$ cat config.mk
export PLATFORM = sky130hd
export DESIGN_NAME = lfdc_back
export DESIGN_NICKNAME = d
export VERILOG_FILES = /design/src/hdl/lfdc_pkg.sv /design/src/hdl/lfdc_back.sv
export SDC_FILE = /design/constraint.sdc
export NUM_CORES = 2
export LEC_CHECK = 0
export BUFFER_PORTS_ARGS = -buffer_cell sky130_fd_sc_hd__buf_4
export CAP_MARGIN = 20
export CORE_ASPECT_RATIO = 2
export CORE_UTILIZATION = 55
export DETAILED_ROUTE_END_ITERATION = 16
export MAX_ROUTING_LAYER = met4
export PLACE_DENSITY = 0.72
export SLEW_MARGIN = 10
export SYNTH_ARGS = -nofsm -noshare
export SYNTH_HDL_FRONTEND = slang
export SYNTH_SLANG_ARGS = --single-unit
$ cat constraint.sdc
create_clock -name i_clk -period 12.4 [get_ports i_clk]
set_clock_uncertainty 0.05 [all_clocks]
set_input_delay 2.48 -clock i_clk [delete_from_list [all_inputs] [get_ports i_clk]]
set_output_delay 2.48 -clock i_clk [all_outputs]
set_load 0.01 [all_outputs]
$ cat src/hdl/lfdc_pkg.sv
package lfdc_pkg;

    // Fixed shape of the sensor bar and of the payload fields.
    localparam int SENSOR_NUM = 8;
    localparam int SENSOR_W   = 10;
    localparam int POS_W      = 13;
    localparam int GAIN_W     = 16;
    localparam int SPEED_W    = 8;
    localparam int WHEEL_W    = 9;
    localparam int MODE_W     = 2;
    localparam int CFG_IDX_W  = 3;
    localparam int CFG_DATA_W = 16;

    // Widths of the controller arithmetic.
    localparam int ERR_W    = 15;
    localparam int DIFF_W   = 16;
    localparam int SUM_W    = 32;
    localparam int PROD_P_W = GAIN_W + 1 + ERR_W;
    localparam int PROD_D_W = GAIN_W + 1 + DIFF_W;
    localparam int PROD_I_W = GAIN_W + 1 + SUM_W;
    localparam int CORR_W   = PROD_I_W + 1;
    localparam int NUM_W    = CORR_W + 1;

    // Register indexes of the configuration port.
    localparam logic [CFG_IDX_W-1:0] REG_DRIVE_MODE     = 3'd0;
    localparam logic [CFG_IDX_W-1:0] REG_GAIN_P         = 3'd1;
    localparam logic [CFG_IDX_W-1:0] REG_GAIN_I         = 3'd2;
    localparam logic [CFG_IDX_W-1:0] REG_GAIN_D         = 3'd3;
    localparam logic [CFG_IDX_W-1:0] REG_LINE_CENTER    = 3'd4;
    localparam logic [CFG_IDX_W-1:0] REG_BASE_SPEED     = 3'd5;
    localparam logic [CFG_IDX_W-1:0] REG_LINE_THRESHOLD = 3'd6;
    localparam logic [CFG_IDX_W-1:0] REG_LOST_LEVEL     = 3'd7;

    // Bits of drive_mode.
    localparam int MODE_BANG_BIT = 0;
    localparam int MODE_ARM_BIT  = 1;

    localparam logic [SPEED_W-1:0] BASE_SPEED_RST = 8'd230;
    localparam int                 SPEED_MAX      = 255;

    typedef logic [SENSOR_W-1:0] t_sensor;

    // Configuration registers as seen by the datapath.
    typedef struct packed {
        logic [MODE_W-1:0]   drive_mode;
        logic [GAIN_W-1:0]   gain_p;
        logic [GAIN_W-1:0]   gain_i;
        logic [GAIN_W-1:0]   gain_d;
        logic [POS_W-1:0]    line_center;
        logic [SPEED_W-1:0]  base_speed;
        logic [SENSOR_W-1:0] line_threshold;
        logic [SENSOR_W-1:0] lost_level;
    } t_cfg;

    // One classified sample on its way from the front to the back.
    // A word with is_pid clear carries its final wheel commands.
    typedef struct packed {
        logic                is_pid;
        logic [WHEEL_W-1:0]  left;
        logic [WHEEL_W-1:0]  right;
        logic                brake;
        logic                lost;
        logic [ERR_W-1:0]    err;
        logic [DIFF_W-1:0]   diff;
        logic [SUM_W-1:0]    acc;
    } t_entry;

    typedef struct packed {
        logic full;
        logic empty;
    } t_fifo_status;

endpackage

$ cat src/hdl/lfdc_back.sv
module lfdc_back (
    input  logic                               i_clk,
    input  logic                               i_rst_n,
    input  lfdc_pkg::t_cfg                     i_cfg,
    input  lfdc_pkg::t_entry                   i_head,
    input  lfdc_pkg::t_fifo_status             i_status,
    output logic                               o_pop,
    input  logic                               i_stall,
    output logic                               o_valid,
    output logic [lfdc_pkg::WHEEL_W-1:0]       o_left,
    output logic [lfdc_pkg::WHEEL_W-1:0]       o_right,
    output logic                               o_brake,
    output logic                               o_lost
);

    localparam int QUOT_W = lfdc_pkg::NUM_W - 8;

    // Truncating divide by 256 followed by the out-of-range substitution.
    function automatic logic [lfdc_pkg::WHEEL_W-1:0] fit_speed(
        input logic signed [lfdc_pkg::NUM_W-1:0] num,
        input logic [lfdc_pkg::WHEEL_W-1:0]      sl,
        input logic [lfdc_pkg::WHEEL_W-1:0]      nsl
    );
        logic signed [lfdc_pkg::NUM_W-1:0] adj;
        logic signed [QUOT_W-1:0]          quot;
        adj  = num + (num[lfdc_pkg::NUM_W-1] ? lfdc_pkg::NUM_W'(255) : '0);
        quot = QUOT_W'(adj >>> 8);
        if (quot > $signed(QUOT_W'(lfdc_pkg::SPEED_MAX))) begin
            return sl;
        end else if (quot < -$signed(QUOT_W'(lfdc_pkg::SPEED_MAX))) begin
            return nsl;
        end
        return quot[lfdc_pkg::WHEEL_W-1:0];
    endfunction

    logic w_adv;

    logic                                  r_s1_valid;
    lfdc_pkg::t_entry                      r_s1_ent;
    logic signed [lfdc_pkg::PROD_P_W-1:0]  r_prod_p, n_prod_p;
    logic signed [lfdc_pkg::PROD_I_W-1:0]  r_prod_i, n_prod_i;
    logic signed [lfdc_pkg::PROD_D_W-1:0]  r_prod_d, n_prod_d;

    logic                                  r_s2_valid;
    lfdc_pkg::t_entry                      r_s2_ent;
    logic signed [lfdc_pkg::CORR_W-1:0]    r_corr, n_corr;

    logic                                  r_out_valid;
    logic [lfdc_pkg::WHEEL_W-1:0]          r_left, r_right;
    logic                                  r_brake, r_lost;

    logic [lfdc_pkg::WHEEL_W-1:0]          w_sl, w_nsl;
    logic signed [lfdc_pkg::NUM_W-1:0]     w_base, w_corr_ext, w_left_num, w_right_num;

    // The whole pipeline moves when the output word is free or being taken.
    assign w_adv = !r_out_valid || !i_stall;
    assign o_pop = w_adv && !i_status.empty;

    // Stage one: the three gain products.
    always_comb begin
        n_prod_p = $signed({1'b0, i_cfg.gain_p}) * $signed(i_head.err);
        n_prod_i = $signed({1'b0, i_cfg.gain_i}) * $signed(i_head.acc);
        n_prod_d = $signed({1'b0, i_cfg.gain_d}) * $signed(i_head.diff);
    end

    // Stage two: the correction sum.
    always_comb begin
        n_corr = $signed({r_prod_i[lfdc_pkg::PROD_I_W-1], r_prod_i})
               + $signed({{(lfdc_pkg::CORR_W - lfdc_pkg::PROD_P_W){r_prod_p[lfdc_pkg::PROD_P_W-1]}},
                          r_prod_p})
               + $signed({{(lfdc_pkg::CORR_W - lfdc_pkg::PROD_D_W){r_prod_d[lfdc_pkg::PROD_D_W-1]}},
                          r_prod_d});
    end

    // Stage three: wheel numerators around the base speed.
    always_comb begin
        w_sl        = {1'b0, i_cfg.base_speed};
        w_nsl       = ~w_sl + lfdc_pkg::WHEEL_W'(1);
        w_base      = $signed({{(lfdc_pkg::NUM_W - lfdc_pkg::SPEED_W - 8){1'b0}},
                               i_cfg.base_speed, 8'h00});
        w_corr_ext  = $signed({r_corr[lfdc_pkg::CORR_W-1], r_corr});
        w_left_num  = w_base - w_corr_ext;
        w_right_num = w_base + w_corr_ext;
    end

    always_ff @(posedge i_clk) begin
        if (!i_rst_n) begin
            r_s1_valid  <= 1'b0;
            r_s2_valid  <= 1'b0;
            r_out_valid <= 1'b0;
        end else if (w_adv) begin
            r_s1_valid  <= o_pop;
            r_s2_valid  <= r_s1_valid;
            r_out_valid <= r_s2_valid;
        end
    end

    // Payload registers follow the valid bits.
    always_ff @(posedge i_clk) begin
        if (w_adv) begin
            r_s1_ent <= i_head;
            r_prod_p <= n_prod_p;
            r_prod_i <= n_prod_i;
            r_prod_d <= n_prod_d;
            r_s2_ent <= r_s1_ent;
            r_corr   <= n_corr;
            if (r_s2_valid) begin
                r_brake <= r_s2_ent.brake;
                r_lost  <= r_s2_ent.lost;
                if (r_s2_ent.is_pid) begin
                    r_left  <= fit_speed(w_left_num, w_sl, w_nsl);
                    r_right <= fit_speed(w_right_num, w_sl, w_nsl);
                end else begin
                    r_left  <= r_s2_ent.left;
                    r_right <= r_s2_ent.right;
                end
            end
        end
    end

    assign o_valid = r_out_valid;
    assign o_left  = r_left;
    assign o_right = r_right;
    assign o_brake = r_brake;
    assign o_lost  = r_lost;

endmodule

# After elaboration in Yosys (flattened, before gate mapping)
# Index checks and enable logic that the tools add are counted.
op_classes:
  add_sub_neg: 7
  n_mul: 3
  n_div: 0
  magnitude_cmp: 4
  n_eq_ne: 0
  n_shift: 0
  muxes: 20
  n_bitwise: 1
  reduce_logical: 6
ops:
  columns: ["operator", "count"]
  rows:
  - ["$add A51 B8 Y51", 2]
  - ["$gt A43 B9 Y1 const B", 2]
  - ["$lt A43 B9 Y1 const B", 2]
  - ["$mux W9", 8]
  - ["$add A17 B50 Y51", 1]
  - ["$sub A17 B50 Y51", 1]
  - ["$add A49 B32 Y50", 1]
  - ["$add A50 B33 Y50", 1]
  - ["$mul A17 B32 Y49", 1]
  - ["$mul A17 B16 Y33", 1]
  - ["$mul A17 B15 Y32", 1]
  - ["$mux W8", 2]
  - ["$mux W1", 10]
  - ["$add A9 B1 Y9 const B", 1]
  - ["$not A8 Y9", 1]
  - ["$logic_not A1 Y1", 3]
  - ["$reduce_and A2 Y1", 1]
  - ["$logic_and A1 B1 Y1", 1]
  - ["$logic_or A1 B1 Y1", 1]
totals:
  register_bits: 229
  latchBits: 0
  ramBits: 0
  mem_bits_ro: 0
  inputBits: 180
  elab_cells: 62
  mem_count: 0

# Longest topological paths before layout
depth:
  word_depth: 11
  ltp_mapped: 30
  ltp_nobuf: 29

# Least setup slack after synthesis
# OpenSTA, ideal clock, no wires.
synth_timing:
  kind: "input-to-reg"
  from: "input i_cfg[64] (netlist bit)"
  to: "register r_prod_i[48] (netlist bit), data pin"
  arrival_time_ps: 9647
  required_ps: 12090
  slack_ps: 2444
  path_stages: 25
  cell_sequence: "clkbuf_1 nand2_1 fa_1 inv_1 fa_1 inv_1 fa_1 fa_1 inv_1 fa_1 fa_1 ha_1 a21o_1 a2111o_1 o311a_1 o311a_1 o41ai_1 o21ai_0 o41ai_1 o211ai_1 a41oi_1 a21oi_1 a221o_1 a21oi_1 xnor2_1"
synth_via:
  elab_chain_cells: 1
synth_lines:
  columns: ["item", "line_no", "rtl"]
  rows:
  - ["start: declaration", "lfdc_back.sv:4", "input lfdc_pkg::t_cfg i_cfg,"]
  - ["$mul A17 B32 Y49", "lfdc_back.sv:62", "n_prod_i = $signed({1'b0, i_cfg.gain_i}) * $signed(i_head.acc);"]
  - ["net n_prod_i, one bit", "lfdc_back.sv:41", "logic signed [lfdc_pkg::PROD_I_W-1:0] r_prod_i, n_prod_i;"]
  - ["end signal: assignment", "lfdc_back.sv:103", "r_prod_i <= n_prod_i;"]
  - ["end: declaration", "lfdc_back.sv:41", null]
# The timed path passes the listed nets, and every way through them passes these cells.
# A chain may end at the register's enable or synchronous reset.

# Final worst setup path
layout_timing:
  from: "input i_cfg[61] (netlist bit)"
  to: "register r_prod_i[48] (netlist bit), data pin"
# The elaborated chain is that of the path after synthesis.

==> impl_results.md <==
- Outcome: completed
- Gpl congestion: a little over 1
- Share of cells above drive strength 1: 5.105%
- Syn nets: approximately 6900
- Worst-Skew Late Latency: ~0.57 ns
- Final Hold Fails: 0
- Period Utilization, post-route: slightly below 90%
- Residual DRC: 0
- Async SR Flop Fraction: 0%
- Setup_tns: 0 ns
- GRT Residual Overflow: 0
- Core area: slightly above 90000 um2
- Max Cap Viol: 0
- Post-CTS Setup Bufs: 0
- Hold Path Class: flip-flop to flip-flop
- Full die area: around 93000 um2
- Total track usage: between 30% and 40%
- CTS Buf Count: 22
- Most used cell, CP: fa_1
- Global-route wire length before repair: 217.3 mm
- Max Slew Vio Count: 0
- Synth top area cells: fa_1, edfxtp_1, ha_1, inv_1, nand2_1
- Routed Wire Length: about 140 mm
- CP Max Fanout: 32
- Worst Tran Pin Value: approximately 1.1 ns
- Avg Synthesized Cell Area: roughly 9.3 um2
- Cells after Synth: ~5400
- Netlist cell types: between 100 and 150
- WP buf/inv: 4
- Drt via density: approximately 5.8
- ANT nets after route: 0
- Synth top area share: 36.36%
- Worst path top cell family by delay: compound AO/OA/AOI/OAI gates
- P&R area growth vs syn: 5.377%
- Clock root buffer: clkbuf_16
- CP Capture Type: flip-flop
- Crit path required time: 12.60 ns
- Ys flop type: edfxtp_1
- Critical Path AT: roughly 11 ns
- Slowest CP cell: fa_1
- CTS Hold Bufs: 0
- Synth warn: 0
- I/O pins: between 200 and 250
- TritonCTS clock tree: done
- Post-synth EDFFs: roughly 230
- Clock tree sinks: roughly 230
- Final Critical Period: roughly 11 ns
- Fmax: 0.09321 GHz
- Setup repair after global routing missed its margin: no
- Vias post-DR: between 30000 and 40000
- Nets@finish: slightly below 7000
- Router iterations before antenna repair: 6
- Initial antenna violation count: 1
- Largest net degree at the start of global routing: between 150 and 200
- Flops & latches, synth: 229
- CP max stage delay: between 0.6 and 0.7 ns
- Cell Area, Synth: 50380 um2
- Vias in the first global route: roughly 42000
- Setup violators final: 0
- Slew headroom: approximately a quarter
- Die width: between 200 and 250 um
- Iter 0 DRT Violations: a little over 2000
- Crit path launch type: primary input
- Leading area contributor after synthesis: fa_1
- Clock buffer depth: 3
- DR WL/cell: 20.64 um
- Sequential fraction of the synthesis area: 13.59%
- # rows: ~160
- Clock Pin Slew Worst Setup and Hold Paths: 0.06 ns
- Initial Util: between 50% and 60%
- Crit Path Class: primary input to flip-flop
- IO Port Bufs: ~170
- HPWL Detailed: between 100 and 150 mm
- PostCTS Resize Cnt: 0
- H-tree Lvls: 1
- Reg2reg setup slack: approximately 4.4 ns
- Die H: around 430 um
## sequential cells by signal, summed over array words and instances, names as in the netlist
signal / cells
r_corr: 50
r_prod_i: 49
r_prod_d: 33
r_prod_p: 32
r_s1_ent: 21
r_s2_ent: 21
o_left: 9
o_right: 9
o_brake: 1
o_lost: 1
o_valid: 1
r_s1_valid: 1
r_s2_valid: 1
## Yosys cell counts (all sizes together) (18+ instances only)
cell type,number
and2,381
xor2,86
buf,28
nor4,30
nand4,42
nand2,756
or3,29
fa,915
ha,433
nor3,71
nor2b,35
nand2b,52
nand3,67
nor2,178
xnor2,207
or2,18
clkbuf,183
inv,1010
a31oi,25
o21ai,83
a211oi,27
edfxtp,226
o21bai,23
o21a,20
and3,30
a21o,50
a21oi,152
## layout by cell type, fill, tap and decap left out, drive strengths merged, types with 25 or more instances in the layout
master,Yosys,layout
a211oi,27,27
a21o,50,50
a21oi,152,152
a31oi,25,25
and2,381,381
and3,30,30
buf,28,179
edfxtp,226,226
fa,915,915
ha,433,433
inv,1010,1010
nand2,756,756
nand2b,52,52
nand3,67,67
nand4,42,42
nor2,178,178
nor2b,35,35
nor3,71,71
nor4,30,30
o21ai,83,83
or3,29,29
xnor2,207,207
xor2,86,86
## kinds of logic after synthesis
group / after synthesis / synth area share (%)
flops: 229 / 13.59
mux: 12 / 0.2459
xor+xnor: 293 / 5.123
simple gates: 1754 / 17.33
buf+inv: 1221 / 9.184
compound gates: 544 / 7.416
fa+ha+maj: 1348 / 47.11
## layer usage
metal | up-vias | part of all wire [%] | track usage, %
met1 | 19440 | 33 | 30.06
li1 | 17020 | - | -
met4 | 0 | 9.0 | 23.24
met2 | 1215 | 54 | 56.88
met5 | - | 0 | -
met3 | 548 | 4.0 | 2.609
## final cells by class
cell class                 count  area [um2]
inverter                    1010        3791
antenna                        1       2.502
fill                        8008       37480
clock buffer                  22       550.5
clock inverter                14       140.1
sequential                   229        6847
multi-input combinational   3951       38910
tap                         1185        1483
timing repair buffer         180        1361
## path summary, 6_finish.rpt
kind	start	to	cells past startpoint
worst max-delay path	i_cfg[61]	r_prod_i[48]	25
worst min-delay path	r_s1_ent[79]	r_s2_ent[79]	0
worst max register to register	r_corr[32]	o_right[3]	20
worst min register to register	r_s1_ent[79]	r_s2_ent[79]	0
## per-stage QoR
step                      hold WS [ns]  instance area [um2]  utilization, %  setup WS, ns  cells
after floorplan                 0.3503                50380               -         2.444   5401
after global placement          0.3525                52380           57.84         1.287   6553
after detailed placement        0.3545                52390           57.85         1.230   6554
after CTS                       0.3707                53080           58.61         1.791   6590
after global routing            0.3819                53090           58.62         1.330   6592
final                           0.3691                53090           58.62         1.672   6592
Power is not shown: default switching activity piles up to over one toggle a cycle in this logic, so the estimate is an artifact.
