**src/hdl/lfdc_pkg.sv**
```systemverilog
package lfdc_pkg;

    // Fixed shape of the sensor bar and of the payload fields.
    localparam int SENSOR_NUM = 8;
    localparam int SENSOR_W   = 10;
    localparam int POS_W      = 13;
    localparam int GAIN_W     = 16;
    localparam int SPEED_W    = 8;
    localparam int WHEEL_W    = 9;
    localparam int MODE_W     = 2;
    localparam int CFG_IDX_W  = 3;
    localparam int CFG_DATA_W = 16;

    // Widths of the controller arithmetic.
    localparam int ERR_W    = 15;
    localparam int DIFF_W   = 16;
    localparam int SUM_W    = 32;
    localparam int PROD_P_W = GAIN_W + 1 + ERR_W;
    localparam int PROD_D_W = GAIN_W + 1 + DIFF_W;
    localparam int PROD_I_W = GAIN_W + 1 + SUM_W;
    localparam int CORR_W   = PROD_I_W + 1;
    localparam int NUM_W    = CORR_W + 1;

    // Register indexes of the configuration port.
    localparam logic [CFG_IDX_W-1:0] REG_DRIVE_MODE     = 3'd0;
    localparam logic [CFG_IDX_W-1:0] REG_GAIN_P         = 3'd1;
    localparam logic [CFG_IDX_W-1:0] REG_GAIN_I         = 3'd2;
    localparam logic [CFG_IDX_W-1:0] REG_GAIN_D         = 3'd3;
    localparam logic [CFG_IDX_W-1:0] REG_LINE_CENTER    = 3'd4;
    localparam logic [CFG_IDX_W-1:0] REG_BASE_SPEED     = 3'd5;
    localparam logic [CFG_IDX_W-1:0] REG_LINE_THRESHOLD = 3'd6;
    localparam logic [CFG_IDX_W-1:0] REG_LOST_LEVEL     = 3'd7;

    // Bits of drive_mode.
    localparam int MODE_BANG_BIT = 0;
    localparam int MODE_ARM_BIT  = 1;

    localparam logic [SPEED_W-1:0] BASE_SPEED_RST = 8'd230;
    localparam int                 SPEED_MAX      = 255;

    typedef logic [SENSOR_W-1:0] t_sensor;

    // Configuration registers as seen by the datapath.
    typedef struct packed {
        logic [MODE_W-1:0]   drive_mode;
        logic [GAIN_W-1:0]   gain_p;
        logic [GAIN_W-1:0]   gain_i;
        logic [GAIN_W-1:0]   gain_d;
        logic [POS_W-1:0]    line_center;
        logic [SPEED_W-1:0]  base_speed;
        logic [SENSOR_W-1:0] line_threshold;
        logic [SENSOR_W-1:0] lost_level;
    } t_cfg;

    // One classified sample on its way from the front to the back.
    // A word with is_pid clear carries its final wheel commands.
    typedef struct packed {
        logic                is_pid;
        logic [WHEEL_W-1:0]  left;
        logic [WHEEL_W-1:0]  right;
        logic                brake;
        logic                lost;
        logic [ERR_W-1:0]    err;
        logic [DIFF_W-1:0]   diff;
        logic [SUM_W-1:0]    acc;
    } t_entry;

    typedef struct packed {
        logic full;
        logic empty;
    } t_fifo_status;

endpackage

```
**src/hdl/lfdc_front.sv**
```systemverilog
module lfdc_front (
    input  logic                                             i_clk,
    input  logic                                             i_rst_n,
    input  lfdc_pkg::t_cfg                                   i_cfg,
    input  logic                                             i_valid,
    input  lfdc_pkg::t_sensor [lfdc_pkg::SENSOR_NUM-1:0]     i_sensor,
    input  logic [lfdc_pkg::POS_W-1:0]                       i_line_position,
    input  logic                                             i_full,
    output logic                                             o_push,
    output lfdc_pkg::t_entry                                 o_entry
);

    logic signed [lfdc_pkg::SUM_W-1:0] r_error_sum, n_error_sum;
    logic signed [lfdc_pkg::ERR_W-1:0] r_last_error;

    logic [lfdc_pkg::WHEEL_W-1:0]      w_sl, w_nsl;
    logic [lfdc_pkg::SENSOR_W-1:0]     w_t, w_ll;
    logic                              w_bang, w_hit_mid, w_hit_right, w_hit_left;
    logic                              w_lost, w_last_pos;
    logic signed [lfdc_pkg::ERR_W-1:0] w_err;
    logic signed [lfdc_pkg::SUM_W:0]   w_sum_wide;
    logic signed [lfdc_pkg::DIFF_W-1:0] w_diff;
    logic                              w_pid_update;

    // Spin speeds and sensor group compares.
    always_comb begin
        w_sl  = {1'b0, i_cfg.base_speed};
        w_nsl = ~w_sl + lfdc_pkg::WHEEL_W'(1);
        w_t   = i_cfg.line_threshold;
        w_ll  = i_cfg.lost_level;
        w_bang = i_cfg.drive_mode[lfdc_pkg::MODE_BANG_BIT];

        w_hit_mid   = (i_sensor[3] > w_t) || (i_sensor[4] > w_t);
        w_hit_right = (i_sensor[5] > w_t) || (i_sensor[6] > w_t) || (i_sensor[7] > w_t);
        w_hit_left  = (i_sensor[0] > w_t) || (i_sensor[1] > w_t) || (i_sensor[2] > w_t);

        w_lost     = (i_sensor[3] <= w_ll) && (i_sensor[4] <= w_ll);
        w_last_pos = !r_last_error[lfdc_pkg::ERR_W-1] && (r_last_error != '0);
    end

    // Error, saturating integral and difference for the PID path.
    always_comb begin
        w_err = $signed({2'b00, i_cfg.line_center}) - $signed({2'b00, i_line_position});
        w_sum_wide = $signed({r_error_sum[lfdc_pkg::SUM_W-1], r_error_sum})
                   + $signed({{(lfdc_pkg::SUM_W + 1 - lfdc_pkg::ERR_W){w_err[lfdc_pkg::ERR_W-1]}},
                              w_err});
        if (w_sum_wide[lfdc_pkg::SUM_W] != w_sum_wide[lfdc_pkg::SUM_W-1]) begin
            // Overflow: clamp to the signed 32-bit limit on the side of the true sign.
            n_error_sum = w_sum_wide[lfdc_pkg::SUM_W]
                        ? {1'b1, {(lfdc_pkg::SUM_W - 1){1'b0}}}
                        : {1'b0, {(lfdc_pkg::SUM_W - 1){1'b1}}};
        end else begin
            n_error_sum = w_sum_wide[lfdc_pkg::SUM_W-1:0];
        end
        w_diff = $signed({w_err[lfdc_pkg::ERR_W-1], w_err})
               - $signed({r_last_error[lfdc_pkg::ERR_W-1], r_last_error});
    end

    // Classify the sample and build the queue word.
    always_comb begin
        o_entry        = '0;
        o_entry.brake  = !i_cfg.drive_mode[lfdc_pkg::MODE_ARM_BIT];
        o_entry.err    = w_err;
        o_entry.diff   = w_diff;
        o_entry.acc    = n_error_sum;
        priority if (w_bang) begin
            priority if (w_hit_mid) begin
                o_entry.left  = w_sl;
                o_entry.right = w_sl;
            end else if (w_hit_right) begin
                o_entry.left  = w_sl;
                o_entry.right = w_nsl;
            end else if (w_hit_left || (i_line_position < i_cfg.line_center)) begin
                o_entry.left  = w_nsl;
                o_entry.right = w_sl;
            end else begin
                o_entry.left  = w_sl;
                o_entry.right = w_nsl;
            end
        end else if (w_lost) begin
            o_entry.lost  = 1'b1;
            o_entry.left  = w_last_pos ? w_nsl : w_sl;
            o_entry.right = w_last_pos ? w_sl : w_nsl;
        end else begin
            o_entry.is_pid = 1'b1;
        end
    end

    assign o_push       = i_valid && !i_full;
    assign w_pid_update = o_push && o_entry.is_pid;

    // Controller state moves only on an accepted PID sample.
    always_ff @(posedge i_clk) begin
        if (!i_rst_n) begin
            r_error_sum  <= '0;
            r_last_error <= '0;
        end else if (w_pid_update) begin
            r_error_sum  <= n_error_sum;
            r_last_error <= w_err;
        end
    end

endmodule

```
**config.mk**
```make
export PLATFORM = sky130hd
export DESIGN_NAME = lfdc_front
export DESIGN_NICKNAME = d
export VERILOG_FILES = /design/src/hdl/lfdc_pkg.sv /design/src/hdl/lfdc_front.sv
export SDC_FILE = /design/constraint.sdc
export NUM_CORES = 1
export LEC_CHECK = 0
export ABC_CLOCK_PERIOD_IN_PS = 8650
export BUFFER_PORTS_ARGS = -buffer_cell sky130_fd_sc_hd__buf_2
export CAP_MARGIN = 15
export CORE_MARGIN = 8
export CORE_UTILIZATION = 57
export DETAILED_ROUTE_END_ITERATION = 10
export GPL_TIMING_DRIVEN = 0
export HOLD_SLACK_MARGIN = 0.1
export PLACE_DENSITY = 0.9
export SYNTH_ARGS = -nofsm -noshare
export SYNTH_HDL_FRONTEND = slang
export SYNTH_SLANG_ARGS = --single-unit
```
**constraint.sdc**
```tcl
create_clock -name i_clk -period 8.65 [get_ports i_clk]
set_clock_uncertainty 0.2 [all_clocks]
set_input_delay 0.865 -clock i_clk [delete_from_list [all_inputs] [get_ports i_clk]]
set_output_delay 0.865 -clock i_clk [all_outputs]
set_load 0.01 [all_outputs]
```
---- Yosys cells after proc, flatten, opt, wreduce, memory -nomap -nowiden ----
Index checks and enable logic that the tools add are counted.
storage, ports and cells
  RAM bits ................................ 0
  output and inout port bits .............. 85
  logic and storage cells ................. 46
  memory bits (read-only) ................. 0
  register bits after elaboration ......... 46
  input bits .............................. 188
  latch bits .............................. 0
  memories kept ........................... 0
operators by class
  divide/modulo/power cells ............... 0
  shift-type cells ........................ 0
  mux-type cells .......................... 13
  bitwise logic cells ..................... 1
  reductions and logical operators ........ 14
  $add $sub $neg .......................... 4
  magnitude comparators ................... 11
  multiply operators ...................... 0
  equal/unequal tests ..................... 1
operator list
  operator                                      number
  2-to-1 mux 18 bit                             5
  greater-than comparator 10 bit                8
  2-to-1 mux 32 bit                             2
  adder 32 x 14 -> 33 bit                       1
  less-or-equal comparator 10 bit               2
  2-to-1 mux 9 bit                              2
  nonzero test 15 bit                           1
  subtractor 14 x 14 -> 15 bit                  1
  subtractor 13 x 13 -> 14 bit                  1
  less-than comparator 13 bit                   1
  adder 9 x 1 -> 9 bit (second input constant)  1
  NOT 8 -> 9 bit                                1
  logical OR 1 bit                              6
  logical AND 1 bit                             4
  2-to-1 mux 1 bit                              4
  zero test 1 bit                               3
  != test 1 bit                                 1

---- Depth between registers and ports, before layout ----
  depth after elaboration ................. 8
  mapped depth ............................ 21
  depth with buffers taken out ............ 19

---- Least setup slack after synthesis ----
OpenSTA, ideal clock, no wires.
  kind .................................... input to output
  start point ............................. input i_line_position[1] (netlist bit)
  end point ............................... output o_entry[0] (netlist bit)
  path buffers ............................ 2
  arrival time ............................ 5.702 ns
  slack ................................... 1.883 ns
  stages .................................. 19
  required time ........................... 7.585 ns
  cells stage by stage .................... inv_1 -> ha_1 -> nor2b_1 -> o21a_1 -> o21ai_0 -> a211oi_1 -> o41a_1 -> a31oi_1 -> ha_1 -> buf_2 -> and4_1 -> and2_4 -> o311a_1 -> o2111ai_2 -> a31oi_4 -> o21a_1 -> nor2_1 -> buf_2 -> nand2_1
RTL lines
  item         line              text
  from (decl)  lfdc_front.sv:7   input logic [lfdc_pkg::POS_W-1:0] i_line_position,
  to (decl)    lfdc_front.sv:10  output lfdc_pkg::t_entry o_entry

==> flow_summary.json <==
{
  "worst_slack_ns": 1.35,
  "viasPerCell": 6.18,
  "worstPathArrival_ns": 6.24,
  "synthesis.nets": 1450,
  "finalHoldViolCount": 0,
  "path_clk_slew_ns": 0.07,
  "path_max_fanout": 23,
  "postCtsSetupBuffers": 0,
  "worst_pin_slew_ns": 0.927,
  "first_pass_iters": 6,
  "synthCells": 1099,
  "clk_latency_ns": 0.30,
  "timing.rr.start": "r_error_sum[0]",
  "cts.sink_count": 46,
  "postCtsHoldBufs": 0,
  "r2r_slack_ns": 5.20,
  "whs_ns": 0.275,
  "avgSynthCellArea_um2": 7.26,
  "synth_compound_area_share_pct": 29.5,
  "die-area_mm2": 0.0180,
  "grt_max_degree": 24,
  "dp_hpwl_um": 22300,
  "area_growth_pct": 19.0,
  "cts_tree": "yes",
  "postRouteAntennaNets": 0,
  "cts-resized-gates": 0,
  "grt_usage_pct": 28.0,
  "grt_antenna_before_repair": 2,
  "cts_max_path_buffers": 2,
  "synth_common_cells": "160 x ha_1, 139 x nand2_1, 109 x a21oi_1",
  "ys.flop_type": "dfxtp_1",
  "detail_route.wl_per_cell_um": 17.9,
  "async_flop_share_pct": 0,
  "whs_path_depth": 2,
  "yosysTopAreaCellShare_pct": 25.1,
  "rows": 43,
  "gp_congestion": 0.978,
  "grt_pass1_wl_um": 42200,
  "start_util_pct": 57.9,
  "hp-class": "reg2reg",
  "p_comb_share_pct": 68.7,
  "critPathKind": "in2out",
  "leakagePower_nw": 4.91,
  "slew_viol_final": 0,
  "synthXorXnorAreaFrac_pct": 4.06,
  "synthMostInstantiatedCell": "ha_1",
  "wl_um": 27100,
  "power_density_mw_per_mm2": 144,
  "final-setup-viol-count": 0,
  "synth-edff-count": 0,
  "synth.area.top_cells": "ha_1 25%, dfxtp_1 12%, a21oi_1 6.8%",
  "vias": 9357,
  "clock.fmax_mhz": 137,
  "synth-simple-area-share_pct": 21.1,
  "startpoint_type": "primary input",
  "holdCritStartpoint": "r_last_error[4]",
  "grt_pass1_vias": 8885,
  "ys_warn_count": 0,
  "finalCriticalPeriod_ns": 7.30,
  "drive_above_1_share_pct": 21.1,
  "clock_tree.root_cell": "clkbuf_16",
  "relSlewSlack_pct": 37.4,
  "power_frac_seq_pct": 16.8,
  "boundaryPins": 273,
  "die-width_um": 134,
  "finalCritPeriodShare_pct": 84.4,
  "endpoint_kind": "output port",
  "design_area_mm2": 0.00949,
  "portBuffers": 224,
  "peakVddDrop_v": 0.000114,
  "required_ns": 7.59,
  "drcViolationCount": 0,
  "rsz0062_at_grt": "no",
  "cts_buffers": 5,
  "p_sw_mw": 0.662,
  "grt_overflow": 0,
  "core_region_area_mm2": 0.0138,
  "yosys.cell_types.count": 71,
  "status": "finished, final reports clean",
  "layout.nets": 1681,
  "htree_levels": 2,
  "yosysTopAreaCell": "ha_1",
  "synth_top_family_by_area": "compound AO/OA/AOI/OAI gates",
  "p_sw_share_pct": 48.4,
  "r2r-end": "r_error_sum[24]",
  "seqCellArea_um2": 921,
  "multi_input_area_mm2": 0.00651,
  "yosys_register_bits": 46,
  "first_iter_violations": 684,
  "r2r_cells": 11,
  "syn_area_mm2": 0.00797,
  "clock_power_share_pct": 14.5,
  "synthAdderAreaFrac_pct": 25.9,
  "internal-power_mw": 0.707,
  "synthMuxAreaShare_pct": 0.941,
  "pre_cts_slack_ns": 1.59,
  "min_to": "r_last_error[4]",
  "die_y_um": 134,
  "n_fill_cell": 1187,
  "ys_seq_area_share_pct": 11.5,
  "cap_violations": 0,
  "tns_ns": 0,
  "dpl_cell_area_mm2": 0.00934,
  "final_core_util_pct": 68.9
}
[how the worst max path moves through the flow]
stage / from / end / slack (ns) / cells after the start
3_5_place_dp: i_line_position[1] / o_entry[24] / 1.59 / 21
3_3_place_gp: i_line_position[1] / o_entry[0] / 0.43 / 21
4_1_cts: i_line_position[1] / o_entry[2] / 1.48 / 21
2_1_floorplan: i_line_position[1] / o_entry[0] / 1.88 / 19
5_1_grt: i_line_position[1] / o_entry[2] / 1.10 / 21
6_report: i_line_position[1] / o_entry[2] / 1.35 / 21
[kinds of logic (layout without fill, tap and decap cells)]
group | Yosys count | after routing
buffers and inverters | 131 | 363
and+or+nand+nor | 351 | 351
adders and majority gates | 163 | 163
xor gates and xnor gates | 37 | 37
muxes | 7 | 7
other | 0 | 2
DFF | 46 | 46
AOI/OAI and AO/OA | 364 | 364
[per-layer routing]
layer	GRT usage [%]	up-vias	share of wire [%]
met2	49.8	477	48
li1	-	4498	-
met1	32.7	4300	40
met3	4.23	82	8.7
met4	11.7	0	3.6
met5	0	-	0
[cells in the final DEF, fill, tap and decap left out, types with 7 or more instances in the layout]
cell,n
a211oi_1,20
nor3_1,28
clkbuf_1,13
ha_1,160
nor2_1,58
o211ai_1,7
a21oi_1,109
a21o_1,41
o21ai_0,77
and4_1,8
buf_2,237
nand3_1,27
xor2_1,9
o21a_1,16
nand2b_1,14
xnor2_1,28
buf_4,7
inv_1,93
nor2b_1,13
nand2_1,139
and3_1,7
dfxtp_1,46
or3_1,9
nand4_1,22
o21ai_1,10
a21oi_2,7
[cell type report]
type | instances | area share (%)
Multi-Input combinational cell | 922 | 68.6
Timing Repair Buffer | 224 | 11.8
Sequential cell | 46 | 9.70
Inverter | 94 | 3.72
Tap cell | 180 | 2.37
Buffer | 37 | 2.15
Clock buffer | 5 | 1.32
Clock inverter | 3 | 0.264
Antenna cell | 2 | 0.0527
[flip-flops by register name, summed over array words and instances (netlist names)]
signal        flops
r_error_sum      32
r_last_error     14
[critical path: stages]
cell,delay [ns]
buf_2,0.12
inv_1,0.05
ha_1,0.27
nor2b_1,0.13
o21a_1,0.18
o21ai_0,0.29
a211oi_1,0.16
o41a_1,0.47
a31oi_4,0.79
ha_1,0.36
buf_2,0.18
a21oi_1,0.25
o21ai_1,0.22
a211oi_1,0.35
a31oi_1,0.18
nor4_1,0.44
mux2i_2,0.31
buf_6,0.23
nand2_1,0.09
nand2_1,0.10
buf_2,0.16
[power by group through the flow]
stage	sequential [mW]	clock [mW]	combinational, mW
global placement	0.234	0	0.896
finish	0.230	0.199	0.940
CTS	0.230	0.202	0.927
detailed placement	0.234	0	0.920
floorplan	0.232	0	0.613
global route	0.231	0.208	1.03
[metrics by stage]
step,cells,power (mW)
detailed placement,1503,1.15
floorplan,1099,0.845
CTS,1511,1.36
global placement,1503,1.13
global route,1513,1.47
finish,1513,1.37
Power figures use the tool's default switching activity.
