===== src/hdl/lfdc_pkg.sv =====
package lfdc_pkg;

    // Fixed shape of the sensor bar and of the payload fields.
    localparam int SENSOR_NUM = 8;
    localparam int SENSOR_W   = 10;
    localparam int POS_W      = 13;
    localparam int GAIN_W     = 16;
    localparam int SPEED_W    = 8;
    localparam int WHEEL_W    = 9;
    localparam int MODE_W     = 2;
    localparam int CFG_IDX_W  = 3;
    localparam int CFG_DATA_W = 16;

    // Widths of the controller arithmetic.
    localparam int ERR_W    = 15;
    localparam int DIFF_W   = 16;
    localparam int SUM_W    = 32;
    localparam int PROD_P_W = GAIN_W + 1 + ERR_W;
    localparam int PROD_D_W = GAIN_W + 1 + DIFF_W;
    localparam int PROD_I_W = GAIN_W + 1 + SUM_W;
    localparam int CORR_W   = PROD_I_W + 1;
    localparam int NUM_W    = CORR_W + 1;

    // Register indexes of the configuration port.
    localparam logic [CFG_IDX_W-1:0] REG_DRIVE_MODE     = 3'd0;
    localparam logic [CFG_IDX_W-1:0] REG_GAIN_P         = 3'd1;
    localparam logic [CFG_IDX_W-1:0] REG_GAIN_I         = 3'd2;
    localparam logic [CFG_IDX_W-1:0] REG_GAIN_D         = 3'd3;
    localparam logic [CFG_IDX_W-1:0] REG_LINE_CENTER    = 3'd4;
    localparam logic [CFG_IDX_W-1:0] REG_BASE_SPEED     = 3'd5;
    localparam logic [CFG_IDX_W-1:0] REG_LINE_THRESHOLD = 3'd6;
    localparam logic [CFG_IDX_W-1:0] REG_LOST_LEVEL     = 3'd7;

    // Bits of drive_mode.
    localparam int MODE_BANG_BIT = 0;
    localparam int MODE_ARM_BIT  = 1;

    localparam logic [SPEED_W-1:0] BASE_SPEED_RST = 8'd230;
    localparam int                 SPEED_MAX      = 255;

    typedef logic [SENSOR_W-1:0] t_sensor;

    // Configuration registers as seen by the datapath.
    typedef struct packed {
        logic [MODE_W-1:0]   drive_mode;
        logic [GAIN_W-1:0]   gain_p;
        logic [GAIN_W-1:0]   gain_i;
        logic [GAIN_W-1:0]   gain_d;
        logic [POS_W-1:0]    line_center;
        logic [SPEED_W-1:0]  base_speed;
        logic [SENSOR_W-1:0] line_threshold;
        logic [SENSOR_W-1:0] lost_level;
    } t_cfg;

    // One classified sample on its way from the front to the back.
    // A word with is_pid clear carries its final wheel commands.
    typedef struct packed {
        logic                is_pid;
        logic [WHEEL_W-1:0]  left;
        logic [WHEEL_W-1:0]  right;
        logic                brake;
        logic                lost;
        logic [ERR_W-1:0]    err;
        logic [DIFF_W-1:0]   diff;
        logic [SUM_W-1:0]    acc;
    } t_entry;

    typedef struct packed {
        logic full;
        logic empty;
    } t_fifo_status;

endpackage


===== src/hdl/lfdc_fifo.sv =====
module lfdc_fifo #(
    parameter int DEPTH = 4
) (
    input  logic                  i_clk,
    input  logic                  i_rst_n,
    input  logic                  i_push,
    input  lfdc_pkg::t_entry      i_data,
    input  logic                  i_pop,
    output lfdc_pkg::t_entry      o_head,
    output lfdc_pkg::t_fifo_status o_status
);

    localparam int PTR_W = (DEPTH > 1) ? $clog2(DEPTH) : 1;
    localparam int CNT_W = $clog2(DEPTH + 1);

    lfdc_pkg::t_entry r_mem [DEPTH];
    logic [PTR_W-1:0] r_wr_ptr, n_wr_ptr;
    logic [PTR_W-1:0] r_rd_ptr, n_rd_ptr;
    logic [CNT_W-1:0] r_count, n_count;

    // Pointer and fill count updates.
    always_comb begin
        n_wr_ptr = r_wr_ptr;
        n_rd_ptr = r_rd_ptr;
        n_count  = r_count;
        if (i_push) begin
            n_wr_ptr = (r_wr_ptr == PTR_W'(DEPTH - 1)) ? '0 : r_wr_ptr + PTR_W'(1);
        end
        if (i_pop) begin
            n_rd_ptr = (r_rd_ptr == PTR_W'(DEPTH - 1)) ? '0 : r_rd_ptr + PTR_W'(1);
        end
        unique case ({i_push, i_pop})
            2'b10:   n_count = r_count + CNT_W'(1);
            2'b01:   n_count = r_count - CNT_W'(1);
            default: n_count = r_count;
        endcase
    end

    always_ff @(posedge i_clk) begin
        if (!i_rst_n) begin
            r_wr_ptr <= '0;
            r_rd_ptr <= '0;
            r_count  <= '0;
        end else begin
            r_wr_ptr <= n_wr_ptr;
            r_rd_ptr <= n_rd_ptr;
            r_count  <= n_count;
        end
    end

    // Storage needs no reset.
    always_ff @(posedge i_clk) begin
        if (i_push) begin
            r_mem[r_wr_ptr] <= i_data;
        end
    end

    assign o_head         = r_mem[r_rd_ptr];
    assign o_status.full  = (r_count == CNT_W'(DEPTH));
    assign o_status.empty = (r_count == '0);

endmodule


===== config.mk =====
export PLATFORM = sky130hd
export DESIGN_NAME = lfdc_fifo
export DESIGN_NICKNAME = d
export VERILOG_FILES = /design/src/hdl/lfdc_pkg.sv /design/src/hdl/lfdc_fifo.sv
export SDC_FILE = /design/constraint.sdc
export NUM_CORES = 1
export LEC_CHECK = 0
export ABC_AREA = 1
export BUFFER_PORTS_ARGS = -buffer_cell sky130_fd_sc_hd__clkbuf_2
export CAP_MARGIN = 30
export CELL_PAD_IN_SITES_DETAIL_PLACEMENT = 0
export CELL_PAD_IN_SITES_GLOBAL_PLACEMENT = 2
export CORE_ASPECT_RATIO = 1.5
export CORE_MARGIN = 2
export CORE_UTILIZATION = 36
export CTS_CLUSTER_SIZE = 28
export DETAILED_ROUTE_END_ITERATION = 16
export PLACE_DENSITY = 0.75
export SLEW_MARGIN = 10
export SYNTH_ARGS = -nofsm -noshare
export SYNTH_HDL_FRONTEND = slang
export SYNTH_SLANG_ARGS = --single-unit
export TNS_END_PERCENT = 30

===== constraint.sdc =====
create_clock -name i_clk -period 2.53 [get_ports i_clk]
set_input_delay 0 -clock i_clk [delete_from_list [all_inputs] [get_ports i_clk]]
set_output_delay 0 -clock i_clk [all_outputs]
set_load 0.02 [all_outputs]

# After elaboration in Yosys (flattened, before gate mapping)
# Memories as Yosys holds them, arrays and structs flattened. A register that Yosys moved wholly into a read port is not among the register bits.
# Index checks and enable logic that the tools add are counted.
# Widths: inputs -> output; s select.
dict set report word_totals {
  register_bits 7
  output_inout_bits 86
  ram_bits 336
  in_bits 88
  memories 1
}
# memory depth word_bits read_ports rd_clocked_by_memory_dff wr line
set memory_table {}
lappend memory_table {r_mem 4 84 1 1 1 lfdc_fifo.sv:16} ;# lfdc_pkg::t_entry r_mem [DEPTH];
dict set report op_classes {
  n_mux 7
  addsub 4
  eq_ne 5
  reduce_logical 2
}
# operator n
set ops {}
lappend ops {{$mux 2} 4}
lappend ops {{$eq 2x2->1 const B} 3}
lappend ops {{$pmux 3 s2} 1}
lappend ops {{$add 2x1->2 const B} 2}
lappend ops {{$add 3x1->3 const B} 1}
lappend ops {{$eq 3x3->1 const B} 1}
lappend ops {{$logic_not 3->1} 1}
lappend ops {{$sub 3x1->3 const B} 1}
lappend ops {{$eq 2x1->1 const B} 1}
lappend ops {{$mux 1} 2}
lappend ops {{$reduce_bool 2->1} 1}

# Depth between registers and ports, before layout
# Gate-level depths: netlist (run 1).
dict set report logic_depth {
  depth_word 4
  mapped_depth 10
  mapped_depth_nobuf 10
}

# Least setup slack after synthesis (run 1)
# OpenSTA, ideal clock, no wires.
dict set report synth_timing {
  kind {reg2reg}
  from {register r_wr_ptr[0]}
  to {memory r_mem[3][0] in the netlist's numbering, enable pin}
  path_stages_with_launch 4
  setup_slack_ps -124
  setup_ps 438
  path_buffers 0
  synth_period_minus_slack_ps 2654
  arrival_ps 2216
  cell_sequence {dfxtp_1 ha_1 nand2_1 inv_1}
}
# element line
set synth_lines {}
lappend synth_lines {{start: declaration} lfdc_fifo.sv:17} ;# logic [PTR_W-1:0] r_wr_ptr, n_wr_ptr;
lappend synth_lines {{start signal: assignment} lfdc_fifo.sv:45} ;# r_wr_ptr <= n_wr_ptr;
lappend synth_lines {{end: declaration} lfdc_fifo.sv:16}
# No word-level cell before the write port.

# Worst setup path after layout (run 1)
dict set report layout_timing {
  from {register r_count[0]}
  to {register r_count[2]}
}
dict set report layout_via {
  elab_chain_len 2
}
# element line
set layout_lines {}
lappend layout_lines {{start: declaration} lfdc_fifo.sv:19} ;# logic [CNT_W-1:0] r_count, n_count;
lappend layout_lines {{start signal: assignment} lfdc_fifo.sv:47} ;# r_count <= n_count;
lappend layout_lines {{$sub 3x1->3 / $add 3x1->3 (equally long branches)} {lfdc_fifo.sv:34, lfdc_fifo.sv:33}}
lappend layout_lines {{$pmux 3 s2 *} lfdc_fifo.sv:32} ;# unique case ({i_push, i_pop})
# Mark *: on every way between the ends. The rest lies on a longest branch, timed or not.
# A chain may end at the register's enable or synchronous reset.

==> summary.md, run 1 <==
| Metric | Value |
|---|---|
| Status | `finished clean` |
| Die area | `about 0.037 mm²` |
| Worst vdd ir | `~0.47 mV` |
| Fillers | `roughly 3100` |
| Clock Pin Slew Worst Setup and Hold Paths | `about 70 ps` |
| Leading area contributor after synthesis | `edfxtp_1` |
| Dpl cells | `~1500` |
| LEAKAGE | `between 5 and 6 nW` |
| CTS Buffer Depth | `3` |
| Worst path max stage delay | `approximately 550 ps` |
| Post-Syn Area per Cell | `about 15 µm²` |
| Largest net degree at the start of global routing | `85` |
| Levels on crit path | `8` |
| Crit Path Max Fanout | `3` |
| FMAX | `approximately 430 MHz` |
| Die width | `158 µm` |
| Maxcap violations | `0` |
| Vias in the first global route | `about 8100` |
| Cells after Synth | `slightly below 900` |
| Fraction of layout cells with a size suffix above 1 | `0.220` |
| Synth Cell Area | `about 0.013 mm²` |
| Routed Antenna Nets | `0` |
| Worst-Skew Late Latency | `~560 ps` |
| DR vias/cell | `between 4 and 5` |
| Total Power | `0.0124 W` |
| Rows | `84` |
| Crit Path Class | `flip-flop to flip-flop` |
| Hold depth | `2` |
| Final clock skew | `9.75 ps` |
| Post-DP HPWL | `between 15000 and 20000 µm` |
| Synth warn | `0` |
| Multi-input gate area | `~0.0022 mm²` |
| Synth area leaders | `edfxtp_1 78%, nor2_1 5.0%, o21ai_0 4.8%` |
| CP max-delay cell | `dlygate4sd3_1` |
| Setup violations, final | `0` |
| Layout Utilization | `0.460` |
| Power per cell area | `769 mW/mm²` |
| Synth Net Count | `967` |
| Iter 0 DRT Violations | `approximately 460` |
| DR vias | `between 7000 and 8000` |
| Worst relative slew slack | `0.630` |
| # DRC | `0` |
| Worst setup SP type | `flip-flop` |
| Total core area | `roughly 0.035 mm²` |
| Worst-margin pin slew | `approximately 550 ps` |
| DRT Wirelength | `between 20000 and 30000 µm` |
| Worst endpoint data arrival time | `2790 ps` |
| Worst path bufs/invs | `3` |
| Sequential fraction of the synthesis area | `0.797` |
| Area grow syn2layout | `25.7%` |
| GRT overflow | `0` |
| Tmin final | `roughly 2300 ps` |
| I/O pins | `about 170` |
| Worst path top cell family by delay | `buffers and inverters` |
| Post-synth top area share | `0.783` |
| FF+latch count, synth | `345` |
| Crit. End Element | `flip-flop` |
| Most frequent cells in the layout | `336 x edfxtp_1, 173 x nor2_1, 173 x clkbuf_2` |
| Final #Nets | `around 1200` |
| Root buffer selected by CTS | `clkbuf_16` |
| Sequential cell area | `0.0103 mm²` |
| CTS Buf Count | `31` |
| Slew Viols, Final | `0` |
| CP required | `slightly below 3000 ps` |
| Fin crit share | `0.924` |
| RSZ-0062 raised after global routing | `no` |
| # port buffers | `173` |
| Global-route wire length before repair | `~45000 µm` |
| Reg2reg path depth | `8` |
| Initial antenna violation count | `2` |
| Initial Util | `0.366` |
| Final hold vios | `0` |
| RePlAce Congestion | `0.703` |
| Fin cells | `1635` |
| Most common cell after layout, fill and taps aside | `edfxtp_1` |
| Worst Hold Class | `primary input to flip-flop` |
| GRT Util Overall | `0.157` |
| DRT Pass-1 Iters | `5` |
| Die height | `236 µm` |
| WL/cell | `18.1 µm` |
| Setup bufs post-CTS | `0` |
| CTS tree | `yes` |
| Unique masters post-synth | `20` |
| CP cell instances | `inv_1 > fa_1 > nand2_1 > nand4_1 > nand2_1 > dlygate4sd3_1 > nor2_1 > dlygate4sd3_1` |
| Clock Sinks | `around 350` |
| Number of H-tree levels | `1` |
-- registers in the layout (all words and copies together), names as in the netlist, named ones only --
| signal | count |
|---|---|
| r_count | 3 |
| r_wr_ptr | 2 |
| r_mem | 336 |
| r_rd_ptr | 2 |
-- power breakdown --
part	internal (W)	switching [W]	total, W
Clock	0.00239	0.00195	0.00434
Sequential	0.00653	0.0000587	0.00658
Combinational	0.000505	0.00102	0.00152
-- final timing paths --
path               start  slack, ps            to
min           i_data[13]        200  r_mem[1][13]
max reg2reg   r_count[0]        190    r_count[2]
min reg2reg  r_wr_ptr[1]        540   r_wr_ptr[1]
max           r_count[0]        190    r_count[2]
-- Yosys cell counts, drive strengths merged --
library cell / n
nand3: 1
ha: 6
nand4: 1
o22ai: 84
edfxtp: 336
dfxtp: 9
nor2: 173
nor3: 4
fa: 1
inv: 18
clkbuf: 27
a21oi: 5
buf: 27
o21ai: 172
nand2: 8
-- cell families (layout without fill, tap and decap cells) --
logic type | Yosys count | after routing | synth area share
buffers and inverters | 72 | 361 | 0.0308
AOI/OAI and AO/OA | 261 | 261 | 0.110
adders and majority gates | 7 | 7 | 0.00738
DFF | 345 | 345 | 0.797
other | 0 | 1 | 0
and+or+nand+nor | 187 | 187 | 0.0552
-- area by class of cell --
type	count	share of cell area
Multi-Input combinational cell	455	0.137
Sequential cell	345	0.635
Antenna cell	1	0.000155
Clock buffer	40	0.0532
Inverter	18	0.00510
Timing Repair Buffer	287	0.129
Tap cell	473	0.0366
Clock inverter	16	0.00471
-- layer usage --
| metal | vias up | part of all wire | GRT usage |
|---|---|---|---|
| li1 | 3816 | - | - |
| met1 | 3866 | 0.42 | 0.190 |
| met2 | 172 | 0.52 | 0.287 |
| met3 | 39 | 0.040 | 0.0226 |
| met4 | 2 | 0.023 | 0.0456 |
| met5 | - | 0.00037 | 0 |
-- per-stage QoR --
stage / setup TNS (ps) / setup slack (ps) / area [µm²] / hold WS (ps)
detailed placement: 0 / 663 / 14400 / 219
CTS: 0 / 152 / 16200 / 178
global placement: 0 / 659 / 14400 / 211
floorplan: -17800 / -113 / 12900 / 98.9
global route: 0 / 3.63 / 16200 / 186
finish: 0 / 192 / 16200 / 201
-- repair_timing --
| item | in CTS | in global routing |
|---|---|---|
| hold endpoints to repair | 345 | 0 |
| setup endpoints to repair | 0 | 1 |
| gates resized for setup | 0 | 3 |
| hold buffers | 89 | 0 |
Note: power is estimated with default switching activity, not from simulation.
==> inputs of run 2 (changes only) <==
- CORE_UTILIZATION: 36 -> 38
- CTS_BUF_LIST: unset -> sky130_fd_sc_hd__clkbuf_4
- PLACE_DENSITY: 0.75 -> 0.79
==> run 2 against run 1 <==
Effect of this change:
- final area rose by 5.4%
- via count increased by 10%
- sequential cell count unchanged
- combinational power is 6% higher
- count of clock-buffer cells in the layout rose by 77
- maximum frequency is 0.15% lower
- non-clock buffer count rose by 78
- critical path depth fell by 4
- utilization increased by 5.0 points
- worst setup slack got worse by 3.5 ps
- clock skew increased by 30 ps
- wire length grew 3.4%
==> summary.md, run 2 (same netlist as run 1, synthesis figures left out) <==
| Metric | Value |
|---|---|
| DRT Pass-1 Iters | `4 (-1)` |
| WL/cell | `17.5 µm (-3.6%)` |
| Routed Antenna Nets | `0 (unchanged)` |
| Area grow syn2layout | `32.5%` |
| Final #Nets | `1364 (+11%)` |
| Pre-CTS WS | `656 ps (-6.32 ps)` |
| Most common cell after layout, fill and taps aside | `edfxtp_1` |
| Status | `finished clean` |
| CP required | `2530 ps (-450 ps)` |
| DRT Wirelength | `30600 µm (+3.4%)` |
| Metal-1 WL | `12500 µm (+1.2%)` |
| CTS Buffer Depth | `3 (unchanged)` |
| Clock Pin Slew Worst Setup and Hold Paths | `70 ps (about the same)` |
| I/O pins | `174 (unchanged)` |
| Rows | `82 (-2.4%)` |
| RSZ-0062 raised after global routing | `no` |
| Clock Sinks | `345 (unchanged)` |
| Vias in the first global route | `8768 (+8.0%)` |
| Met2 WL | `15900 µm (+3.1%)` |
| Slew Viols, Final | `0 (unchanged)` |
| Worst relative slew slack | `0.633 (+0.00328)` |
| GRT overflow | `0 (unchanged)` |
| Maxcap violations | `0 (unchanged)` |
| Worst vdd ir | `0.424 mV (-9.9%)` |
| # port buffers | `173 (unchanged)` |
| Worst setup SP type | `flip-flop` |
| Initial antenna violation count | `3 (+1)` |
| Die area | `0.0354 mm² (-5.2%)` |
| Worst-Skew Late Latency | `760 ps (+200 ps)` |
| Power per cell area | `742 mW/mm² (-3.4%)` |
| # DRC | `0 (unchanged)` |
| Initial Util | `0.385 (+0.0193)` |
| Setup violations, final | `0 (unchanged)` |
| Die width | `154 µm (-2.6%)` |
| Global-route wire length before repair | `47200 µm (+5.5%)` |
| Met3 Routed Length | `1400 µm (+19%)` |
| Fraction of layout cells with a size suffix above 1 | `0.245 (+0.0246)` |
| Largest net degree at the start of global routing | `85 (unchanged)` |
| Crit Path Class | `flip-flop to primary output` |
| Iter 0 DRT Violations | `468 (+2.6%)` |
| CTS tree | `yes` |
| DR vias/cell | `4.97 (+2.8%)` |
| DR vias | `8706 (+10%)` |
| LEAKAGE | `6.21 nW (+8.5%)` |
| Worst endpoint data arrival time | `2340 ps (-450 ps)` |
| RePlAce Congestion | `0.716 (+1.8%)` |
| Post-DP HPWL | `16200 µm (-6.7%)` |
| CTS Buf Count | `84 (+170%)` |
| Crit. End Element | `primary output` |
| Die height | `230 µm (-2.6%)` |
| Root buffer selected by CTS | `clkbuf_4` |
| Number of H-tree levels | `3 (+2)` |
| Final clock skew | `39.9 ps (+30.2 ps)` |
| FMAX | `427 MHz (-0.15%)` |
| Layout Utilization | `0.510 (+0.0504)` |
| Total Power | `0.0127 W (+1.8%)` |
| Tmin final | `2340 ps (+3.53 ps)` |
| Worst-margin pin slew | `550 ps (-4.92 ps)` |
| Worst setup margin | `188 ps (-3.53 ps)` |
| Worst Hold Class | `primary input to flip-flop` |
| Total core area | `0.0334 mm² (-5.0%)` |
| Crit Path Max Fanout | `64 (+61)` |
| Max Used Layer | `met5` |
| Register with the most flip-flops | `r_mem` |
| Biggest regs | `r_mem: 336 flops, r_count: 3 flops` |
| CP cell instances | `buf_12 > o21ai_0 > o22ai_1 > clkbuf_2` |
| Largest register FFs | `336 (unchanged)` |
| CP max-delay cell | `dfxtp_4` |
| GRT Util Overall | `0.174 (+0.0174)` |
| Worst path max stage delay | `580 ps (+30 ps)` |
| Final hold vios | `0 (unchanged)` |
| Most frequent cells in the layout | `336 x edfxtp_1, 173 x nor2_1, 173 x clkbuf_2` |
| Fin crit share | `0.926 (+0.00140)` |
[run 2: path summary, 6_finish.rpt]
path | from | to | slack, ps | cells after the start
setup / recovery | flip-flop | o_head[30] | 190 | 4
hold / removal | i_rst_n | r_count[2] | 140 | 4
setup reg to reg | r_wr_ptr[0] | r_mem[2][30] | 610 | 5
hold reg to reg | r_rd_ptr[1] | flip-flop | 540 | 2
[run 2: area by class of cell]
cell class,count,area (µm²)
Antenna cell,3,7.51
Clock buffer,117,878
Clock inverter,30,169
Fill cell,2954,16400
Inverter,18,87.6
Multi-Input combinational cell,455,2220
Sequential cell,345,10300
Tap cell,420,526
Timing Repair Buffer,365,2910
[run 2: report_power, final]
part / total, W / internal [W] / switching [W]
combinational: 0.00161 / 0.000597 / 0.00101
clock: 0.00446 / 0.00234 / 0.00212
sequential: 0.00660 / 0.00653 / 0.0000732
[run 2: metal layers]
layer | up-vias | global-route usage
li1 | 4157 | -
met1 | 4280 | 0.203
met2 | 221 | 0.304
met3 | 46 | 0.0405
met4 | 2 | 0.0833
met5 | - | 0
[run 2: worst max-delay path, delay by kind of cell, from the launching register on]
family	cells	cell delay, ps
flops	1	580
buf+inv	2	530
compound gates	2	400
[run 2: timing repair]
action	CTS	global route
hold buffers	172	0
gates resized for setup	5	0
setup buffers	1	0
endpoints found under the hold margin	529	0
setup endpoints to repair	57	0
[run 2: through the flow]
| stage | cell area, µm² | TNS, ps | hold slack [ps] | instances |
|---|---|---|---|---|
| after CTS | 17100 | 0 | 26.0 | 1750 |
| after global placement | 14300 | 0 | 212 | 1430 |
| after detailed placement | 14300 | 0 | 219 | 1430 |
| after global routing | 17100 | 0 | 104 | 1752 |
| after floorplan | 12900 | -17800 | 98.9 | 872 |
| final | 17100 | 0 | 137 | 1753 |
==> inputs of run 3 (changes only) <==
- CORE_ASPECT_RATIO: 1.5 -> 0.5
==> run 3 against run 2 <==
Effect of this change:
- final area fell by 0.95%
- maximum frequency fell by 2.4%
- non-clock buffer count is 7 lower
- via count shrank 1.3%
- total power decreased by 1.2%
- wire length shrank 1.7%
- count of clock-buffer cells in the layout unchanged
- combinational power hardly changed
- critical path depth grew 4
- critical path type is now flip-flop to flip-flop
==> summary.md, run 3 (same netlist as run 1, synthesis figures left out) <==
| Metric | Value |
|---|---|
| Worst endpoint data arrival time | `3000 ps (+660 ps)` |
| DRT Pass-1 Iters | `5 (+1)` |
| Pre-CTS WS | `795 ps (+139 ps)` |
| GRT overflow | `0 (unchanged)` |
| Clock Pin Slew Worst Setup and Hold Paths | `70 ps (about the same)` |
| Slew Viols, Final | `0 (unchanged)` |
| Worst relative slew slack | `0.594 (-0.0392)` |
| CTS Buffer Depth | `3 (unchanged)` |
| Worst setup SP type | `flip-flop` |
| Setup violations, final | `0 (unchanged)` |
| Sw Share | `0.256 (+0.00272)` |
| I/O pins | `174 (unchanged)` |
| Crit. End Element | `flip-flop` |
| Number of H-tree levels | `3 (unchanged)` |
| Fraction of layout cells with a size suffix above 1 | `0.247 (+0.00165)` |
| Worst Hold Class | `primary input to flip-flop` |
| Most common cell after layout, fill and taps aside | `edfxtp_1` |
| Die height | `134 µm (-42%)` |
| CTS Buf Count | `80 (-4.8%)` |
| Initial antenna violation count | `1 (-2)` |
| Crit Path Max Fanout | `4 (-94%)` |
| Worst-margin pin slew | `609 ps (+58.8 ps)` |
| Fin crit share | `0.948 (+0.0224)` |
| # DRC | `0 (unchanged)` |
| Biggest regs | `r_mem: 336 flops, r_count: 3 flops` |
| Routed Antenna Nets | `0 (unchanged)` |
| Initial Util | `0.388 (+0.00257)` |
| Total core area | `0.0332 mm² (-0.66%)` |
| Clock Sinks | `345 (unchanged)` |
| Global-route wire length before repair | `46200 µm (-2.1%)` |
| CTS tree | `yes` |
| GRT Util Overall | `0.169 (-0.00545)` |
| DR vias/cell | `4.90 (-1.4%)` |
| Setup bufs post-CTS | `0 (-1)` |
| Largest register FFs | `336 (unchanged)` |
| Power per cell area | `741 mW/mm² (-0.21%)` |
| Layout Utilization | `0.509 (-0.00150)` |
| Worst setup margin | `131 ps (-56.8 ps)` |
| Vias in the first global route | `8865 (+1.1%)` |
| Tmin final | `2400 ps (+56.8 ps)` |
| Worst-Skew Late Latency | `760 ps (about the same)` |
| Net Switching | `0.00320 W (about the same)` |
| LEAKAGE | `6.11 nW (-1.7%)` |
| DR vias | `8595 (-1.3%)` |
| Die width | `264 µm (+71%)` |
| Internal Power | `0.00932 W (-1.5%)` |
| Status | `finished clean` |
| Final hold vios | `0 (unchanged)` |
| Clock power share | `0.347 (-0.005)` |
| Rows | `47 (-43%)` |
| DRT Wirelength | `30100 µm (-1.7%)` |
| RePlAce Congestion | `0.725 (+1.2%)` |
| # port buffers | `173 (unchanged)` |
| Iter 0 DRT Violations | `598 (+28%)` |
| Crit Path Class | `flip-flop to flip-flop` |
| Largest net degree at the start of global routing | `135 (+59%)` |
| Final #Nets | `1353 (-0.81%)` |
| Worst vdd ir | `0.285 mV (-33%)` |
| WL/cell | `17.2 µm (-1.8%)` |
| FMAX | `417 MHz (-2.4%)` |
| Total Power | `0.0125 W (-1.2%)` |
| Register with the most flip-flops | `r_mem` |
| Final clock skew | `37.8 ps (-2.17 ps)` |
| Die area | `0.0355 mm² (+0.17%)` |
| Maxcap violations | `0 (unchanged)` |
| Area grow syn2layout | `31.2%` |
| Post-DP HPWL | `16100 µm (-0.49%)` |
| CP required | `3130 ps (+600 ps)` |
| Seq pwr share | `0.526 (+0.005)` |
| Combinational Power Share | `0.127 (about the same)` |
| Root buffer selected by CTS | `clkbuf_4` |
| Most frequent cells in the layout | `336 x edfxtp_1, 173 x nor2_1, 173 x clkbuf_2` |
[run 3: cell count changes in the layout (fill, tap and decap cells not counted), moves of 2 or more]
cell / change
buf_12: -4
buf_4: +6
buf_6: -3
clkinv_1: -9
clkinvlp_4: +4
diode_2: -2
dlygate4sd3_1: -5
inv_2: -3
inv_4: -2
[run 3: critical path, stage by stage (launching register included)]
cell and delay, ps:
dfxtp_1 370, inv_1 80, fa_1 410, nand2_1 100, nand4_1 100, nand2_1 70, dlygate4sd3_1 550, nor2_1 40
dlygate4sd3_1 540
[run 3: path summary, 6_finish.rpt]
| path | start | to | slack (ps) | cells after the start |
|---|---|---|---|---|
| worst min-delay path | i_data[56] | r_mem[0][56] | 80 | 2 |
| worst max register to register | r_count[1] | r_count[2] | 130 | 8 |
| worst max-delay path | r_count[1] | r_count[2] | 130 | 8 |
| worst min register to register | r_wr_ptr[1] | r_wr_ptr[1] | 540 | 2 |
[run 3: cell type report]
| class | instances | area (µm²) |
|---|---|---|
| diodes | 1 | 2.50 |
| clock buffers | 117 | 878 |
| clock inverters | 20 | 123 |
| fillers | 2800 | 16300 |
| inverters | 18 | 82.6 |
| multi-input cells | 455 | 2220 |
| flip-flops and latches | 345 | 10300 |
| well taps | 441 | 552 |
| repair buffers | 358 | 2770 |
[run 3: stage by stage]
| step | hold slack [ps] | area (µm²) | std cells | setup TNS, ps |
|---|---|---|---|---|
| detailed placement | 220 | 14200 | 1450 | 0 |
| global placement | 213 | 14200 | 1450 | 0 |
| finish | 76.2 | 16900 | 1755 | 0 |
| floorplan | 98.9 | 12900 | 872 | -17800 |
| CTS | 0.279 | 16900 | 1752 | 0 |
| global route | 17.7 | 16900 | 1755 | -0.0517 |
[run 3: power groups by stage]
stage	Clock, W	Combinational, W	Sequential, W
2_1_floorplan	0	0.000842	0.00671
3_3_place_gp	0	0.00138	0.00670
3_5_place_dp	0	0.00140	0.00670
4_1_cts	0.00450	0.00161	0.00658
5_1_grt	0.00478	0.00173	0.00660
6_report	0.00435	0.00159	0.00658
[run 3: per-layer routing]
| layer | vias up | part of all wire | GRT usage |
|---|---|---|---|
| li1 | 4108 | - | - |
| met1 | 4275 | 0.43 | 0.205 |
| met2 | 169 | 0.51 | 0.294 |
| met3 | 43 | 0.040 | 0.0426 |
| met4 | 0 | 0.019 | 0.0641 |
| met5 | - | 0 | 0 |
[run 3: timing repair]
action | CTS | global route
gates resized for setup | 0 | 2
setup endpoints to repair | 0 | 2
hold endpoints to repair | 406 | 7
hold buffers | 165 | 2
